--- src/design/fita_pkg.sv ---
// ----------------------------------------------------------------------------
// fita_pkg: shared types and constants of the file entry table allocator
// Operation and status codes, default sizes and bitmap word helpers.
// ----------------------------------------------------------------------------
`default_nettype none

package fita_pkg;

  localparam int unsigned NUM_ENTRIES_DEF = 16;
  localparam int unsigned NUM_BLOCKS_DEF  = 512;

  // free-block bitmap is kept as words of this many bits
  localparam int unsigned MAP_WORD_W = 32;
  localparam int unsigned MAP_BIT_W  = 5;

  localparam int unsigned MODE_W   = 2;
  localparam int unsigned ID_W     = 32;
  localparam int unsigned STATUS_W = 3;
  localparam int unsigned INDEX_W  = 4;
  localparam int unsigned BLOCK_W  = 9;

  // blocks below this number are taken at format time
  localparam int unsigned FIRST_FREE_BLOCK = 2;

  typedef enum logic [MODE_W-1:0] {
    MODE_LOOKUP = 2'd0,
    MODE_CREATE = 2'd1,
    MODE_DELETE = 2'd2
  } mode_t;

  typedef enum logic [STATUS_W-1:0] {
    ST_OK        = 3'd0,
    ST_EXISTS    = 3'd1,
    ST_NOT_FOUND = 3'd2,
    ST_NO_ENTRY  = 3'd3,
    ST_NO_BLOCK  = 3'd4
  } status_t;

  // position of the lowest set bit of a bitmap word (0 for an empty word)
  function automatic logic [MAP_BIT_W-1:0] lowest_set(input logic [MAP_WORD_W-1:0] w);
    logic [MAP_BIT_W-1:0] pos;
    pos = '0;
    for (int i = MAP_WORD_W - 1; i >= 0; i--) begin
      if (w[i]) begin
        pos = MAP_BIT_W'(i);
      end
    end
    return pos;
  endfunction

endpackage

`default_nettype wire

--- src/design/file_inode_table_allocator_unit.sv ---
// ----------------------------------------------------------------------------
// file_inode_table_allocator_unit: file entry table with free-block bitmap
// Lookup, create and delete of file entries, allocating and returning blocks.
// ----------------------------------------------------------------------------
// One request at a time. Every lookup, create or delete request scans the
// entry table, one entry a cycle from the entry RAM, and a delete then passes
// through one more state; a create that finds room then walks the bitmap RAM
// one 32-bit word a cycle until it meets a free block. The next request is
// taken while a result still waits on the response side. After reset the
// block writes the formatted bitmap, one word a cycle, before it takes its
// first request. An unused mode is answered not found without a scan.
// entry_index and disk_block carry the low bits of wider indexes.
// ----------------------------------------------------------------------------
`default_nettype none

module file_inode_table_allocator_unit #(
  parameter int unsigned NUM_ENTRIES = fita_pkg::NUM_ENTRIES_DEF,
  parameter int unsigned NUM_BLOCKS  = fita_pkg::NUM_BLOCKS_DEF
) (
  input  wire logic                                 clk,
  input  wire logic                                 rst,
  input  wire logic                                 req_valid,
  output logic                                      req_ready,
  input  wire logic        [fita_pkg::MODE_W-1:0]   mode,
  input  wire logic signed [fita_pkg::ID_W-1:0]     file_id,
  output logic                                      rsp_valid,
  input  wire logic                                 rsp_ready,
  output logic             [fita_pkg::STATUS_W-1:0] status,
  output logic             [fita_pkg::INDEX_W-1:0]  entry_index,
  output logic             [fita_pkg::BLOCK_W-1:0]  disk_block
);

  localparam int unsigned IW    = (NUM_ENTRIES > 1) ? $clog2(NUM_ENTRIES) : 1;
  localparam int unsigned BW    = $clog2(NUM_BLOCKS);
  localparam int unsigned WORDS = (NUM_BLOCKS + fita_pkg::MAP_WORD_W - 1) /
                                  fita_pkg::MAP_WORD_W;
  localparam int unsigned WW    = (WORDS > 1) ? $clog2(WORDS) : 1;
  localparam int unsigned XW    = WW + fita_pkg::MAP_BIT_W;
  localparam int unsigned EW    = fita_pkg::ID_W + BW;
  localparam int unsigned MW    = fita_pkg::MAP_WORD_W;
  localparam int unsigned SW    = fita_pkg::STATUS_W;

  typedef enum logic [5:0] {
    S_INIT  = 6'b000001,
    S_IDLE  = 6'b000010,
    S_SCAN  = 6'b000100,
    S_DEL   = 6'b001000,
    S_BSCAN = 6'b010000,
    S_DONE  = 6'b100000
  } state_t;

  state_t                    state;
  logic [fita_pkg::MODE_W-1:0] op;
  logic [fita_pkg::ID_W-1:0] id;
  logic [NUM_ENTRIES-1:0]    valid;
  logic [IW-1:0]             scan_cnt;
  logic [IW-1:0]             chk_idx;
  logic                      chk_vld;
  logic                      chk_ent_v;
  logic                      free_found;
  logic [IW-1:0]             free_idx;
  logic [IW-1:0]             ent_idx;
  logic [BW-1:0]             blk;
  logic [WW-1:0]             w_cnt;
  logic [WW-1:0]             chk_w;
  logic [WW-1:0]             init_cnt;
  logic [SW-1:0]             res_status;
  logic [IW-1:0]             res_idx;
  logic [BW-1:0]             res_blk;

  // entry RAM: {file id, block}
  logic          ent_we;
  logic [EW-1:0] ent_wdata;
  logic [EW-1:0] ent_rdata;
  logic [fita_pkg::ID_W-1:0] rd_id;
  logic [BW-1:0] rd_blk;

  // bitmap RAM
  logic          bm_we;
  logic [WW-1:0] bm_waddr;
  logic [MW-1:0] bm_wdata;
  logic [WW-1:0] bm_raddr;
  logic [MW-1:0] bm_rdata;

  logic                          hit;
  logic                          last_ent;
  logic                          last_word;
  logic                          word_free;
  logic [fita_pkg::MAP_BIT_W-1:0] free_bit;
  logic [XW-1:0]                 found_x;
  logic [BW-1:0]                 new_blk;
  logic [XW-1:0]                 rd_blk_x;
  logic [XW-1:0]                 blk_x;
  logic [MW-1:0]                 init_word;
  logic [IW+fita_pkg::INDEX_W-1:0] idx_wide;
  logic [BW+fita_pkg::BLOCK_W-1:0] blk_wide;

  assign rd_id  = ent_rdata[EW-1:BW];
  assign rd_blk = ent_rdata[BW-1:0];

  assign hit       = chk_vld && chk_ent_v && (rd_id == id);
  assign last_ent  = (chk_idx == IW'(NUM_ENTRIES - 1));
  assign last_word = (chk_w == WW'(WORDS - 1));
  assign word_free = (bm_rdata != '0);
  assign free_bit  = fita_pkg::lowest_set(bm_rdata);
  assign found_x   = {chk_w, free_bit};
  assign new_blk   = found_x[BW-1:0];
  assign rd_blk_x  = XW'(rd_blk);
  assign blk_x     = XW'(blk);

  // formatted bitmap word: free where the block exists and is not reserved
  always_comb begin
    logic [XW:0] b;
    init_word = '0;
    for (int j = 0; j < MW; j++) begin
      b = {1'b0, init_cnt, fita_pkg::MAP_BIT_W'(j)};
      init_word[j] = (b >= (XW + 1)'(fita_pkg::FIRST_FREE_BLOCK)) &&
                     (b < (XW + 1)'(NUM_BLOCKS));
    end
  end

  assign ent_we    = (state == S_BSCAN) && chk_vld && word_free;
  assign ent_wdata = {id, new_blk};

  always_comb begin
    bm_we    = 1'b0;
    bm_waddr = init_cnt;
    bm_wdata = init_word;
    // fetch the deleted entry's word as soon as the match shows
    bm_raddr = (state == S_SCAN) ? rd_blk_x[XW-1:fita_pkg::MAP_BIT_W] : w_cnt;
    case (state)
      S_INIT: begin
        bm_we = 1'b1;
      end
      S_DEL: begin
        bm_we    = 1'b1;
        bm_waddr = blk_x[XW-1:fita_pkg::MAP_BIT_W];
        bm_wdata = bm_rdata | (MW'(1) << blk_x[fita_pkg::MAP_BIT_W-1:0]);
      end
      S_BSCAN: begin
        bm_we    = chk_vld && word_free;
        bm_waddr = chk_w;
        bm_wdata = bm_rdata & ~(MW'(1) << free_bit);
      end
      default: begin
        bm_we = 1'b0;
      end
    endcase
  end

  fita_ram #(
    .WIDTH (EW),
    .DEPTH (NUM_ENTRIES)
  ) u_entry_ram (
    .clk   (clk),
    .we    (ent_we),
    .waddr (ent_idx),
    .wdata (ent_wdata),
    .raddr (scan_cnt),
    .rdata (ent_rdata)
  );

  fita_ram #(
    .WIDTH (MW),
    .DEPTH (WORDS)
  ) u_map_ram (
    .clk   (clk),
    .we    (bm_we),
    .waddr (bm_waddr),
    .wdata (bm_wdata),
    .raddr (bm_raddr),
    .rdata (bm_rdata)
  );

  assign req_ready = (state == S_IDLE);

  assign idx_wide = (IW + fita_pkg::INDEX_W)'(res_idx);
  assign blk_wide = (BW + fita_pkg::BLOCK_W)'(res_blk);

  always_ff @(posedge clk) begin
    if (rst) begin
      state      <= S_INIT;
      init_cnt   <= '0;
      valid      <= '0;
      chk_vld    <= 1'b0;
      free_found <= 1'b0;
      rsp_valid  <= 1'b0;
    end else begin
      if (rsp_ready) begin
        rsp_valid <= 1'b0;
      end
      case (state)
        S_INIT: begin
          if (init_cnt == WW'(WORDS - 1)) begin
            state <= S_IDLE;
          end else begin
            init_cnt <= init_cnt + WW'(1);
          end
        end

        S_IDLE: begin
          if (req_valid) begin
            op         <= mode;
            id         <= file_id;
            scan_cnt   <= '0;
            chk_vld    <= 1'b0;
            free_found <= 1'b0;
            if (mode == fita_pkg::MODE_LOOKUP || mode == fita_pkg::MODE_CREATE ||
                mode == fita_pkg::MODE_DELETE) begin
              state <= S_SCAN;
            end else begin
              // unused mode: answer not found, touch nothing
              res_status <= fita_pkg::ST_NOT_FOUND;
              res_idx    <= '0;
              res_blk    <= '0;
              state      <= S_DONE;
            end
          end
        end

        S_SCAN: begin
          chk_vld   <= 1'b1;
          chk_idx   <= scan_cnt;
          chk_ent_v <= valid[scan_cnt];
          if (scan_cnt != IW'(NUM_ENTRIES - 1)) begin
            scan_cnt <= scan_cnt + IW'(1);
          end
          if (chk_vld) begin
            if (!chk_ent_v && !free_found) begin
              free_found <= 1'b1;
              free_idx   <= chk_idx;
            end
            if (hit) begin
              res_idx <= '0;
              res_blk <= '0;
              case (op)
                fita_pkg::MODE_LOOKUP: begin
                  res_status <= fita_pkg::ST_OK;
                  res_idx    <= chk_idx;
                  res_blk    <= rd_blk;
                  state      <= S_DONE;
                end
                fita_pkg::MODE_CREATE: begin
                  res_status <= fita_pkg::ST_EXISTS;
                  state      <= S_DONE;
                end
                default: begin
                  valid[chk_idx] <= 1'b0;
                  ent_idx        <= chk_idx;
                  blk            <= rd_blk;
                  state          <= S_DEL;
                end
              endcase
            end else if (last_ent) begin
              res_idx <= '0;
              res_blk <= '0;
              case (op)
                fita_pkg::MODE_CREATE: begin
                  if (free_found || !chk_ent_v) begin
                    ent_idx <= free_found ? free_idx : chk_idx;
                    w_cnt   <= '0;
                    chk_vld <= 1'b0;
                    state   <= S_BSCAN;
                  end else begin
                    res_status <= fita_pkg::ST_NO_ENTRY;
                    state      <= S_DONE;
                  end
                end
                default: begin
                  res_status <= fita_pkg::ST_NOT_FOUND;
                  state      <= S_DONE;
                end
              endcase
            end
          end
        end

        S_DEL: begin
          res_status <= fita_pkg::ST_OK;
          res_idx    <= ent_idx;
          res_blk    <= blk;
          state      <= S_DONE;
        end

        S_BSCAN: begin
          chk_vld <= 1'b1;
          chk_w   <= w_cnt;
          if (w_cnt != WW'(WORDS - 1)) begin
            w_cnt <= w_cnt + WW'(1);
          end
          if (chk_vld) begin
            if (word_free) begin
              valid[ent_idx] <= 1'b1;
              res_status     <= fita_pkg::ST_OK;
              res_idx        <= ent_idx;
              res_blk        <= new_blk;
              state          <= S_DONE;
            end else if (last_word) begin
              res_status <= fita_pkg::ST_NO_BLOCK;
              res_idx    <= '0;
              res_blk    <= '0;
              state      <= S_DONE;
            end
          end
        end

        S_DONE: begin
          // hold until the response register is free
          if (!rsp_valid || rsp_ready) begin
            rsp_valid   <= 1'b1;
            status      <= res_status;
            entry_index <= idx_wide[fita_pkg::INDEX_W-1:0];
            disk_block  <= blk_wide[fita_pkg::BLOCK_W-1:0];
            state       <= S_IDLE;
          end
        end

        default: begin
          state <= S_IDLE;
        end
      endcase
    end
  end

endmodule

`default_nettype wire

--- src/design/fita_ram.sv ---
// ----------------------------------------------------------------------------
// fita_ram: generic synchronous RAM
// One write port and one read port; read data is registered.
// ----------------------------------------------------------------------------
`default_nettype none

module fita_ram #(
  parameter int unsigned WIDTH = 32,
  parameter int unsigned DEPTH = 16,
  localparam int unsigned AW = (DEPTH > 1) ? $clog2(DEPTH) : 1
) (
  input  wire logic             clk,
  input  wire logic             we,
  input  wire logic [AW-1:0]    waddr,
  input  wire logic [WIDTH-1:0] wdata,
  input  wire logic [AW-1:0]    raddr,
  output logic      [WIDTH-1:0] rdata
);

  logic [WIDTH-1:0] mem [DEPTH];

  always_ff @(posedge clk) begin
    if (we) begin
      mem[waddr] <= wdata;
    end
    rdata <= mem[raddr];
  end

endmodule

`default_nettype wire

--- config.mk ---
export PLATFORM = sky130hd
export DESIGN_NAME = file_inode_table_allocator_unit
export DESIGN_NICKNAME = d
export VERILOG_FILES = /design/src/design/fita_pkg.sv /design/src/design/file_inode_table_allocator_unit.sv /design/src/design/fita_ram.sv
export SDC_FILE = /design/constraint.sdc
export NUM_CORES = 2
export LEC_CHECK = 0
export BUFFER_PORTS_ARGS = -buffer_cell sky130_fd_sc_hd__buf_2
export CORE_ASPECT_RATIO = 1.25
export CORE_MARGIN = 1
export CORE_UTILIZATION = 56
export DETAILED_ROUTE_END_ITERATION = 12
export PLACE_DENSITY = 0.74
export SLEW_MARGIN = 30
export SYNTH_ARGS = -nofsm -noshare
export SYNTH_HDL_FRONTEND = slang
export SYNTH_SLANG_ARGS = --single-unit
--- constraint.sdc ---
create_clock -name clk -period 5.3 [get_ports clk]
set_input_delay 0 -clock clk [delete_from_list [all_inputs] [get_ports clk]]
set_output_delay 0 -clock clk [all_outputs]
set_load 0.005 [all_outputs]
### Word-level counts from Yosys, hierarchy flattened

Memories as Yosys holds them, arrays and structs flattened. A register that Yosys moved wholly into a read port is not among the register bits.
Index checks and enable logic that the tools add are counted.

* memory bits (writable): 1168
* bits of input ports: 38
* memories kept: 2
* bits in registers: 129

Memory list
* u_entry_ram.mem: words 16, bits a word 41, read ports 1, clocked after memory_dff 1, wr ports 1, line fita_ram.sv:20 `logic [WIDTH-1:0] mem [DEPTH];`
* u_map_ram.mem: words 16, bits a word 32, read ports 1, clocked after memory_dff 1, wr ports 1, line fita_ram.sv:20

* magnitude comparators: 7
* shift operators: 2
* add/subtract/negate cells: 3
* equal/unequal tests: 36
* reduce and logical (&&, ||, !) cells: 43
* bitwise gates (word level): 9
* mux-type cells: 127

Operators by type and width (count)
* 2-to-1 mux 5 bit: 32
* 2-to-1 mux 4 bit: 24
* 2-to-1 mux 9 bit: 9
* 2-to-1 mux 16 bit: 5
* 2-to-1 mux 6 bit: 13
* one-hot mux 32 bit (2 select lines): 1
* << shifter 1 x 5 -> 32 bit, first input constant: 2
* one-hot mux 6 bit (6 select lines): 1
* one-hot mux 9 bit (4 select lines): 1
* AND 32 bit: 1
* == test 32 bit: 1
* inverter 32 bit: 1
* OR 32 bit: 1
* one-hot mux 16 bit (2 select lines): 1
* nonzero test 32 bit: 1
* 2-to-1 mux 3 bit: 10
* != test 2 bit, second input constant: 12
* one-hot mux 4 bit (2 select lines): 3
* greater-or-equal comparator 9 x 2 -> 1 bit, second input constant: 2
* 2-to-1 mux 1 bit: 18
* AND 16 bit: 1
* inverter 16 bit: 1
* OR 16 bit: 1
* one-hot mux 4 bit (4 select lines): 1
* 39 further kinds: 84

### Depth between registers and ports, before layout

* depth after elaboration: 36
* depth in mapped cells: 10

### Modules after synthesis

A second synthesis with hierarchy kept.

* cells, all modules: 2555
* area, all modules: 51923.5 um2

By module, submodules not included
* fita_ram at u_entry_ram: sequential area each 20519.7 um2, cells an instance 1066, instances 1, area each 25375.6 um2
* fita_ram at u_map_ram: sequential area each 16015.4 um2, cells an instance 838, instances 1, area each 19835.3 um2
* file_inode_table_allocator_unit: sequential area each 3583.4 um2, cells an instance 651, instances 1, area each 6712.7 um2

### Worst setup path before layout

OpenSTA, ideal clock, no wires.

* path kind: reg2reg
* start: register state[5]
* end: memory u_map_ram.mem[22][0] (netlist: u_map_ram.mem[11][0]), enable pin
* arrival time: 4.918 ns
* period minus slack after synthesis: 5.419 ns
* required time: 4.799 ns
* setup slack: -0.119 ns
* cell stages (with the launch flop): 7
* buffers on the path: 1
* cells stage by stage: dfxtp_1 or4_1 nor3b_2 buf_2 a221o_1 nand2_1 nor4_1

* longest elaborated chain between the ends: 5

Ends and longest elaborated chain
* start, declared: line file_inode_table_allocator_unit.sv:52 `state_t state;`
* start signal, assigned: line file_inode_table_allocator_unit.sv:182 `state <= S_INIT;`
* start signal, assigned: line file_inode_table_allocator_unit.sv:195 `state <= S_IDLE;`
* start signal, assigned: line file_inode_table_allocator_unit.sv:210 `state <= S_SCAN;`
* == test 6 x 4 -> 1 bit / == test 6 x 1 -> 1 bit (equally long branches): line file_inode_table_allocator_unit.sv:131 `case (state)`
* OR reduction 2 bit (no source line)
* one-hot mux 1 bit (2 select lines): line file_inode_table_allocator_unit.sv:131
* 2-to-1 mux 1 bit: line fita_ram.sv:23 `if (we) begin`
* 2-to-1 mux 1 bit (implied by the code): line fita_ram.sv:24 `mem[waddr] <= wdata;`
* end, declared: line fita_ram.sv:20

Several ways; a longest one is shown, not always the timed one.

### Final worst setup path

* start: register state[5]
* end: memory u_map_ram.mem[8][4] (netlist: u_map_ram.mem[4][4]), enable pin

The elaborated chain is that of the path after synthesis.

==> tab_implementation.tex <==
\begin{tabular}{lr}
\hline
Metric & Value \\
\hline
\multicolumn{2}{l}{\textbf{Power}} \\
\quad Worst-case vdd ir drop & 0.4710 mV \\
\quad Static leakage power & 19.07 nW \\
\quad Power per standard cell area & 376.0 nW/µm² \\
\quad Total power after layout & 22.39 mW \\
\multicolumn{2}{l}{\textbf{Route}} \\
\quad Count of unresolved DRC violations after routing & 18 \\
\quad Wire length reported by the detailed router & 122,200 µm \\
\quad Post-DR wirelength/cell & 30.59 µm \\
\quad Vias & 26,010 \\
\quad Antenna viol nets, final & 0 \\
\quad DR vias/cell & 6.513 \\
\quad Iteration-0 DRC count of the detailed router & 3,111 \\
\quad DR pass1 iterations & 10 \\
\multicolumn{2}{l}{\textbf{Logic synthesis}} \\
\quad Mapped Area & 52,070 µm² \\
\quad Most frequent cell after synthesis & sky130\_fd\_sc\_hd\_\_edfxtp\_1 \\
\quad Cell types with the highest counts after synthesis & 1,268 x sky130\_fd\_sc\_hd\_\_edfxtp\_1, 338 x sky130\_fd\_sc\_hd\_\_mux4\_2, 102 x sky130\_fd\_sc\_hd\_\_dfxtp\_1, 94 x sky130\_fd\_sc\_hd\_\_nand2\_1 \\
\quad Flop and latch count out of synthesis & 1,370 \\
\quad Unique cell type count in the Yosys netlist & 64 \\
\quad Mapped Cells & 2,473 \\
\quad Sequential cell area fraction in the yosys report & 77.04\% \\
\quad Post-synthesis average cell area & 21.06 µm² \\
\quad Top FF cell, synth & sky130\_fd\_sc\_hd\_\_edfxtp\_1 \\
\quad Top cell type by total area after synthesis & sky130\_fd\_sc\_hd\_\_edfxtp\_1 \\
\quad Number of warnings issued by yosys & 0 \\
\quad Ys async rst share & 0\% \\
\quad Dominant cells by area after synthesis & sky130\_fd\_sc\_hd\_\_edfxtp\_1 73\%, sky130\_fd\_sc\_hd\_\_mux4\_2 15\%, sky130\_fd\_sc\_hd\_\_dfxtp\_1 3.9\%, sky130\_fd\_sc\_hd\_\_a22oi\_1 1.1\%, sky130\_fd\_sc\_hd\_\_nand2\_1 0.68\% \\
\quad Number of flops mapped to enable cells by yosys & 1,268 \\
\quad Net Count, Synth & 2,515 \\
\quad Fraction of synthesized cell area taken by the top area cell type & 73.12\% \\
\multicolumn{2}{l}{\textbf{Flow run}} \\
\quad Number of violations of the max-capacitance limit & 0 \\
\multicolumn{2}{l}{\textbf{Outcome}} \\
\quad Violations in the final reports & design-rule violations \\
\quad Run status & finished, violations left \\
\multicolumn{2}{l}{\textbf{Critical path}} \\
\quad WS Path Type & register to register \\
\quad Worst reg2reg startpoint & state[5]\$\_SDFFE\_PP0P\_ \\
\quad Depth of the worst register-to-register path & 8 \\
\quad Type of element launching the critical path & register \\
\quad Data arrival time of the critical path & 4530 ps \\
\quad Timing startpoint of the critical path & state[5]\$\_SDFFE\_PP0P\_ \\
\quad Worst-case register-to-register setup slack & 1150 ps \\
\quad Data required time at the worst endpoint & 5680 ps \\
\quad CP Max Fanout & 49 \\
\quad End point of the critical path & u\_map\_ram.mem[4][4]\$\_DFFE\_PP\_ \\
\quad Endpoint of the worst register-to-register path & u\_map\_ram.mem[4][4]\$\_DFFE\_PP\_ \\
\quad Kind of end point of the critical path & register \\
\multicolumn{2}{l}{\textbf{CTS}} \\
\quad Skew-Pair Late Insertion Delay & 750 ps \\
\quad Number of buffers added for setup after CTS & 0 \\
\quad TritonCTS clock tree & done \\
\quad Clk sink count & 1,370 \\
\quad Total CTS buffers & 132 \\
\quad Deepest level of the CTS H-tree & 4 \\
\quad Post-CTS Hold Fix Bufs & 63 \\
\quad Post-cts gate resize count & 0 \\
\quad Clock tree root buffer cell & sky130\_fd\_sc\_hd\_\_clkbuf\_16 \\
\quad Number of buffers on the longest clock path & 3 \\
\quad Clock-pin slew on the worst setup and hold paths & 60 ps \\
\multicolumn{2}{l}{\textbf{GRT}} \\
\quad Overall track demand over capacity in global routing & 26.70\% \\
\quad Wire length of the first global-routing pass & 179,600 µm \\
\quad Antenna violations before repair & 4 \\
\quad Vias in the first global route & 27,090 \\
\quad Largest net degree at the start of global routing & 97 \\
\quad Global-route congestion overflow total & 0 \\
\multicolumn{2}{l}{\textbf{Timing}} \\
\quad Achievable frequency & 241.0 MHz \\
\quad Final worst-path cycle share & 78.27\% \\
\quad Final Skew & 33.73 ps \\
\quad Period minus WS final & 4149 ps \\
\quad Max Transition Viols Final & 0 \\
\quad Number of hold-slack violations in the final timing report & 0 \\
\quad Slew @ Worst Pin & 970.7 ps \\
\quad Setup repair after global routing missed its margin & false \\
\quad Post-route worst hold slack & 35.08 ps \\
\quad Summed negative setup slack over all endpoints & 0 ps \\
\quad Slew headroom & 35.14\% \\
\quad Final-report setup violation count & 0 \\
\multicolumn{2}{l}{\textbf{Floorplanning}} \\
\quad Die Area & 94,220 µm² \\
\quad Overall die height & 342.9 µm \\
\quad Std-Cell Rows & 124 \\
\quad Die span in x & 274.7 µm \\
\quad I/O Pins & 56 \\
\quad Initial standard-cell utilization of the core & 56.69\% \\
\quad Floorplan Core Area & 91,850 µm² \\
\multicolumn{2}{l}{\textbf{Worst hold path}} \\
\quad Path type of the worst min-delay path & input port to register \\
\multicolumn{2}{l}{\textbf{Placed design}} \\
\quad RePlAce Congestion & 0.9255 \\
\quad Number of buffer cells added on primary ports & 55 \\
\quad Placed wire-length estimate & 70,470 µm \\
\multicolumn{2}{l}{\textbf{Layout}} \\
\quad Fin nets & 2,732 \\
\quad Relative area change from synthesis to final layout & 14.36\% \\
\quad Share of cells above drive strength 1 & 26.72\% \\
\hline
\end{tabular}
## kinds of logic (layout without fill, tap and decap cells)
kind of cell             count (synthesis)  after routing  share of synthesized area [%]
AND/OR/NAND/NOR                        313            313                          3.020
flip-flops                            1370           1370                          77.04
buffers and inverters                  146            469                          1.117
adder cells (fa/ha/maj)                  4              4                        0.09612
multiplexers                           349            349                          14.84
AO/OA/AOI/OAI                          254            254                          3.261
other                                    0              1                              0
XOR/XNOR                                37             37                         0.6223
## per-layer routing
| metal | GRT usage, % | up-vias | share of wire [%] |
|---|---|---|---|
| met5 | 0 | - | 0.011 |
| met3 | 4.171 | 258 | 6.8 |
| met1 | 33.89 | 13740 | 37 |
| met2 | 46.49 | 1234 | 53 |
| li1 | - | 10780 | - |
| met4 | 10.08 | 2 | 3.7 |
## sequential cells by signal, summed over array words and instances (netlist names), 2 cells and up
| register | cells |
|---|---|
| blk | 9 |
| chk_idx | 4 |
| chk_w | 4 |
| disk_block | 9 |
| ent_idx | 4 |
| entry_index | 4 |
| free_idx | 4 |
| id | 32 |
| init_cnt | 4 |
| op | 2 |
| res_blk | 9 |
| res_idx | 4 |
| res_status | 3 |
| scan_cnt | 4 |
| state | 6 |
| status | 3 |
| u_entry_ram.mem | 656 |
| u_entry_ram.rdata | 41 |
| u_map_ram.mem | 512 |
| u_map_ram.rdata | 32 |
| valid | 16 |
| w_cnt | 4 |
## report_power, final
part / internal, mW / switching (mW)
clock: 5.18 / 4.04
sequential: 12.0 / 0.0762
combinational: 0.278 / 0.806
## worst max-delay path, cell delays in order (launching register included)
cell	delay, ps
sky130_fd_sc_hd__dfxtp_1	370
sky130_fd_sc_hd__or4_1	600
sky130_fd_sc_hd__nor3b_2	180
sky130_fd_sc_hd__buf_4	440
sky130_fd_sc_hd__nor3_1	100
sky130_fd_sc_hd__a221oi_2	630
sky130_fd_sc_hd__nand2_1	480
sky130_fd_sc_hd__nor2_4	490
sky130_fd_sc_hd__buf_4	440
## area by class of cell
cell class	instances	area, µm²
Tap cell	1197	1498
Sequential cell	1370	40120
Clock buffer	171	3531
Inverter	27	101.3
Timing Repair Buffer	202	1911
Fill cell	5900	32300
Multi-Input combinational cell	957	11670
Antenna cell	1	2.502
Clock inverter	69	716.9
## cells in the final DEF, fill, tap and decap left out, types with 17 or more instances in the layout
cell	count
sky130_fd_sc_hd__o21ai_0	44
sky130_fd_sc_hd__buf_4	56
sky130_fd_sc_hd__dlygate4sd3_1	63
sky130_fd_sc_hd__nand3_1	27
sky130_fd_sc_hd__dfxtp_1	102
sky130_fd_sc_hd__mux4_2	338
sky130_fd_sc_hd__edfxtp_1	1268
sky130_fd_sc_hd__nor4_1	23
sky130_fd_sc_hd__clkinv_2	19
sky130_fd_sc_hd__nor2_4	19
sky130_fd_sc_hd__clkbuf_16	133
sky130_fd_sc_hd__nor2_1	48
sky130_fd_sc_hd__clkinv_1	17
sky130_fd_sc_hd__nand2_1	94
sky130_fd_sc_hd__buf_2	55
sky130_fd_sc_hd__xor2_1	30
sky130_fd_sc_hd__a22oi_1	74
sky130_fd_sc_hd__clkbuf_1	32
sky130_fd_sc_hd__a21oi_1	52
sky130_fd_sc_hd__nor3_1	17
## stage by stage
step                      setup WS [ps]  instance area (µm²)  util [%]  std cells
final                              1151                59550     64.83       3994
after global routing              945.1                59550     64.83       3993
after CTS                          1189                59500     64.78       3992
after detailed placement           1177                54620     59.47       3689
after global placement             1225                54330     59.15       3678
after floorplan                   446.4                52080         -       2473
## worst min path at each step
stage,start,end,slack (ps),cells past startpoint
finish,file_id[20],id[20]$_DFFE_PP_,40,2
global route,file_id[14],id[14]$_DFFE_PP_,20,2
CTS,file_id[14],id[14]$_DFFE_PP_,2,2
detailed placement,file_id[3],id[3]$_DFFE_PP_,180,1
global placement,file_id[3],id[3]$_DFFE_PP_,180,1
floorplan,file_id[0],id[0]$_DFFE_PP_,100,0
(Power assumes the default switching activity.)
